`src/rtl/assert_macros.svh`:
```
// Assertion macros used by the scroller top level.
`ifndef ASSERT_MACROS_SVH
`define ASSERT_MACROS_SVH
`ifndef SYNTHESIS
`define ASSERT_IMPLIES(lbl, clk, rstn, pre, post, msg) \
  lbl: assert property (@(posedge clk) disable iff (!(rstn)) (pre) |-> (post)) \
    else $error(msg);
`define ASSERT_NEXT(lbl, clk, rstn, pre, post, msg) \
  lbl: assert property (@(posedge clk) disable iff (!(rstn)) (pre) |=> (post)) \
    else $error(msg);
`else
`define ASSERT_IMPLIES(lbl, clk, rstn, pre, post, msg)
`define ASSERT_NEXT(lbl, clk, rstn, pre, post, msg)
`endif
`endif

```
`src/rtl/lmcs_pkg.sv`:
```
// Types and constants of the column scroller.
`default_nettype none
package lmcs_pkg;

  localparam int ROWS  = 8;
  localparam int PIX_W = 5;
  localparam int COL_W = ROWS * PIX_W;
  localparam int BYTE_W = 8;

  typedef enum logic [2:0] {
    OP_LOAD      = 3'd0,
    OP_TICK      = 3'd1,
    OP_NEIGHBOUR = 3'd2,
    OP_RESTART   = 3'd3,
    OP_READ      = 3'd4
  } opcode_e;

  // configuration register indexes
  localparam logic CFG_IMAGE_WIDTH = 1'b0;
  localparam logic CFG_GAP_LENGTH  = 1'b1;

  localparam logic [8:0] IMAGE_WIDTH_RST = 9'd8;
  localparam logic [3:0] GAP_LENGTH_RST  = 4'd8;

  typedef struct packed {
    logic [2:0]       opcode;
    logic [10:0]      pixel_address;
    logic [7:0]       pixel_value;
    logic [COL_W-1:0] neighbour_column;
    logic [2:0]       read_index;
  } req_t;

  typedef struct packed {
    logic [COL_W-1:0] column_out;
    logic             is_read_reply;
  } rsp_t;

endpackage
`default_nettype wire

```
`src/rtl/lmcs_column_cell.sv`:
```
// One frame column; takes its right neighbour's column on a shift.
`default_nettype none
module lmcs_column_cell (
  input  wire logic                         clk_i,
  input  wire logic                         rst_ni,
  input  wire logic                         shift_i,
  input  wire logic [lmcs_pkg::COL_W-1:0]   col_i,
  output logic [lmcs_pkg::COL_W-1:0]        col_o
);

  logic [lmcs_pkg::COL_W-1:0] col_q, col_d;

  assign col_d = shift_i ? col_i : col_q;

  always_ff @(posedge clk_i or negedge rst_ni) begin
    if (!rst_ni) begin
      col_q <= '0;
    end else begin
      col_q <= col_d;
    end
  end

  assign col_o = col_q;

endmodule
`default_nettype wire

```
`config.mk`:
```
export PLATFORM = sky130hd
export DESIGN_NAME = lmcs_column_cell
export DESIGN_NICKNAME = d
export VERILOG_FILES = /design/src/rtl/assert_macros.svh /design/src/rtl/lmcs_pkg.sv /design/src/rtl/lmcs_column_cell.sv
export SDC_FILE = /design/constraint.sdc
export NUM_CORES = 1
export LEC_CHECK = 0
export ABC_AREA = 1
export BUFFER_PORTS_ARGS = -buffer_cell sky130_fd_sc_hd__buf_2
export CAP_MARGIN = 20
export CELL_PAD_IN_SITES_DETAIL_PLACEMENT = 0
export CELL_PAD_IN_SITES_GLOBAL_PLACEMENT = 1
export CORE_AREA = 2 2 102 55
export CTS_BUF_LIST = sky130_fd_sc_hd__clkbuf_2
export CTS_CLUSTER_DIAMETER = 150
export DETAILED_ROUTE_END_ITERATION = 16
export DIE_AREA = 0 0 104 57
export GPL_TIMING_DRIVEN = 0
export PLACE_DENSITY = 0.8
export SLEW_MARGIN = 40
export SYNTH_ARGS = -nofsm -noshare
export SYNTH_HDL_FRONTEND = slang
export SYNTH_SLANG_ARGS = --single-unit
```
`constraint.sdc`:
```
create_clock -name clk_i -period 0.8 [get_ports clk_i]
set_input_delay 0.08 -clock clk_i [delete_from_list [all_inputs] [get_ports clk_i]]
set_output_delay 0.08 -clock clk_i [all_outputs]
set_load 0.02 [all_outputs]
```
==> results.sh <==
export IMPL_postPlaceCellArea_um2=2100
export IMPL_largest_reg_flops=40
export IMPL_worstHoldPathCells=4
export IMPL_die_h_um=57
export IMPL_max_freq_mhz=972
export IMPL_r2r_slack_ns=-0.08
export IMPL_worstHoldStart="shift_i"
export IMPL_place_congestion=0.701
export IMPL_cts_tree="done"
export IMPL_synth_top_cell_area_share=0.624
export IMPL_postLayoutCoreUtil=0.580
export IMPL_cts_sinks=40
export IMPL_powerDensity_nw_per_um2=1540
export IMPL_final_cell_area_um2=2980
export IMPL_critPathArrivalTime_ns=0.95
export IMPL_synth_area_leader_cell="dfrtp_1"
export IMPL_synthSimpleGateAreaFrac=0.296
export IMPL_gr_usage_all_layers=0.162
export IMPL_die_w_um=104
export IMPL_synth_distinct_cells=7
export IMPL_slew_violations=0
export IMPL_synth_fa_ha_area_frac=0
export IMPL_htreeDepth=2
export IMPL_vias=1610
export IMPL_die_area_um2=5930
export IMPL_root_buffer="clkbuf_2"
export IMPL_fin_skew_ns=0
export IMPL_first_pass_iters=4
export IMPL_crit_family="flip-flops"
export IMPL_rsz0062_at_grt="yes"
export IMPL_synth_area_leaders="dfrtp_1, nand2_1, nand2_2, buf_6, clkbuf_8"
export IMPL_layout_drive_gt1_share=0.406
export IMPL_synth_top_family_by_area="simple AND/OR/NAND/NOR gates"
export IMPL_cp_max_fo=2
export IMPL_reg2regPathDepth=4
export IMPL_grt_antenna_before_repair=0
export IMPL_syn2layout_area_growth_pct=85.4
export IMPL_finalSetupTns_ns=-8.52
export IMPL_row_count=19
export IMPL_tightest_slew_ns=0.497
export IMPL_antenna_cells=0
export IMPL_clkLatencyLatePin_ns=0.36
export IMPL_dp_hpwl_um=2610
export IMPL_core_um2=5130
export IMPL_slowest_stage="dfrtp_1"
export IMPL_crit_type="reg2out"
export IMPL_initial_core_util=0.313
export IMPL_path_clk_slew_ns=0.19
export IMPL_whs_ns=0.0850
export IMPL_worstReg2RegEnd="col_o[4]"
export IMPL_grt_max_degree=41
export IMPL_vias_per_cell=4.07
export IMPL_fin_crit_ns=1.03
export IMPL_clock_path_buffers=2
export IMPL_syn_area_per_cell_um2=9.44
export IMPL_pin_count=83
export IMPL_wirelength_um=4540
export IMPL_yosysWarnings=0
export IMPL_portBuffers=81
export IMPL_fin_ws_ns=-0.229
export IMPL_critPathMaxStageDelay_ns=0.44
export IMPL_critical_path_required_ns=0.72
export IMPL_violations="setup timing"
export IMPL_cts_buffers=5
export IMPL_r2r_start="col_o[4]"
export IMPL_synth_compound_area_frac=0
export IMPL_nNetsFinal=365
export IMPL_holdPathEnd="col_o[35]"
export IMPL_ant_nets=0
export IMPL_routedWlPerCell_um=11.5
export IMPL_ir_drop_mv=0.687
export IMPL_grt_pass1_wl_um=7580
export IMPL_hp_class="in2reg"
export IMPL_ys_seq_area_frac=0.624
export IMPL_leakage_uw=0.00163
export IMPL_netlist_area_um2=1610
export IMPL_total_power_uw=4580
export IMPL_synth_cells=170
export IMPL_path_buf_inv=1
export IMPL_synth_nets=213
export IMPL_maxSlewHeadroom=0.669
export IMPL_setup_viol=43
export IMPL_status="finished with violations"
export IMPL_drc=0
export IMPL_synthMuxAreaShare=0
export IMPL_ys_seq_elements=40
export IMPL_crit_chain="buf_6"
export IMPL_grt_pass1_vias=1661
export IMPL_hold_viol=0
export IMPL_overflow=0
export IMPL_drt_iter0_drc=50
export IMPL_crit_path_start_kind="flip-flop"
export IMPL_finalCritPeriodShare=1.29
export IMPL_endpoint_kind="primary output"
export IMPL_drv_cap=0
export IMPL_synth_xor_area_share=0
## through the flow
stage,worst slack [ns],std cells
global route,-0.318,396
finish,-0.229,396
floorplan,0.118,170
CTS,-0.272,388
detailed placement,0.180,324
global placement,-0.0417,324
## report_power, final
| group | total [uW] | internal [uW] | switching [uW] |
|---|---|---|---|
| registers | 2340 | 2200 | 138 |
| logic | 1400 | 791 | 611 |
| clock network | 840 | 235 | 605 |
## layer usage
metal / vias to the layer above / track usage / wire length, um
met4: 0 / 0.0347 / 10
met1: 726 / 0.215 / 2120
met5: - / 0 / 0
met2: 74 / 0.266 / 2040
met3: 2 / 0.0503 / 375
li1: 808 / - / -
## what timing repair did
| action | in CTS | in global routing |
|---|---|---|
| setup buffers | 15 | 8 |
| resized for setup | 80 | 0 |
| hold endpoints to repair | 80 | 0 |
| endpoints found under the setup margin | 40 | 40 |
| hold buffers | 41 | 0 |
## cell families after synthesis
logic type             after synthesis
AND/OR/NAND/NOR                    120
flip-flops                          40
buffers and inverters               10
## layout by cell type, fill, tap and decap left out
cell | netlist | final
buf_12 | 1 | 1
buf_2 | 0 | 40
buf_4 | 0 | 24
buf_6 | 5 | 45
clkbuf_2 | 0 | 7
clkbuf_8 | 3 | 3
clkinv_1 | 0 | 1
dfrtp_1 | 40 | 40
dlygate4sd3_1 | 0 | 41
inv_8 | 1 | 1
nand2_1 | 110 | 110
nand2_2 | 10 | 10
## worst max path at each step
stage	depth (start not counted)	start	endpoint	slack [ns]
floorplan	2	col_o[0]	col_o[0]	0.12
global placement	1	rst_ni	col_o[13]	-0.04
detailed placement	1	col_o[1]	col_o[1]	0.18
CTS	1	col_o[26]	col_o[26]	-0.27
global route	1	col_o[38]	col_o[38]	-0.32
finish	1	col_o[0]	col_o[0]	-0.23
## layout make-up
type                       count  area, um2
inverter                       1       11.3
fill                         448       2160
sequential                    40       1000
buffer                         9        118
timing repair buffer         145       1240
clock buffer                   7       35.0
multi-input combinational    120        475
tap                           73       91.3
clock inverter                 1       3.75
## cell usage after synthesis
master,instances
buf_6,5
buf_12,1
inv_8,1
nand2_2,10
nand2_1,110
dfrtp_1,40
clkbuf_8,3
Note: power is estimated with default switching activity, not from simulation.
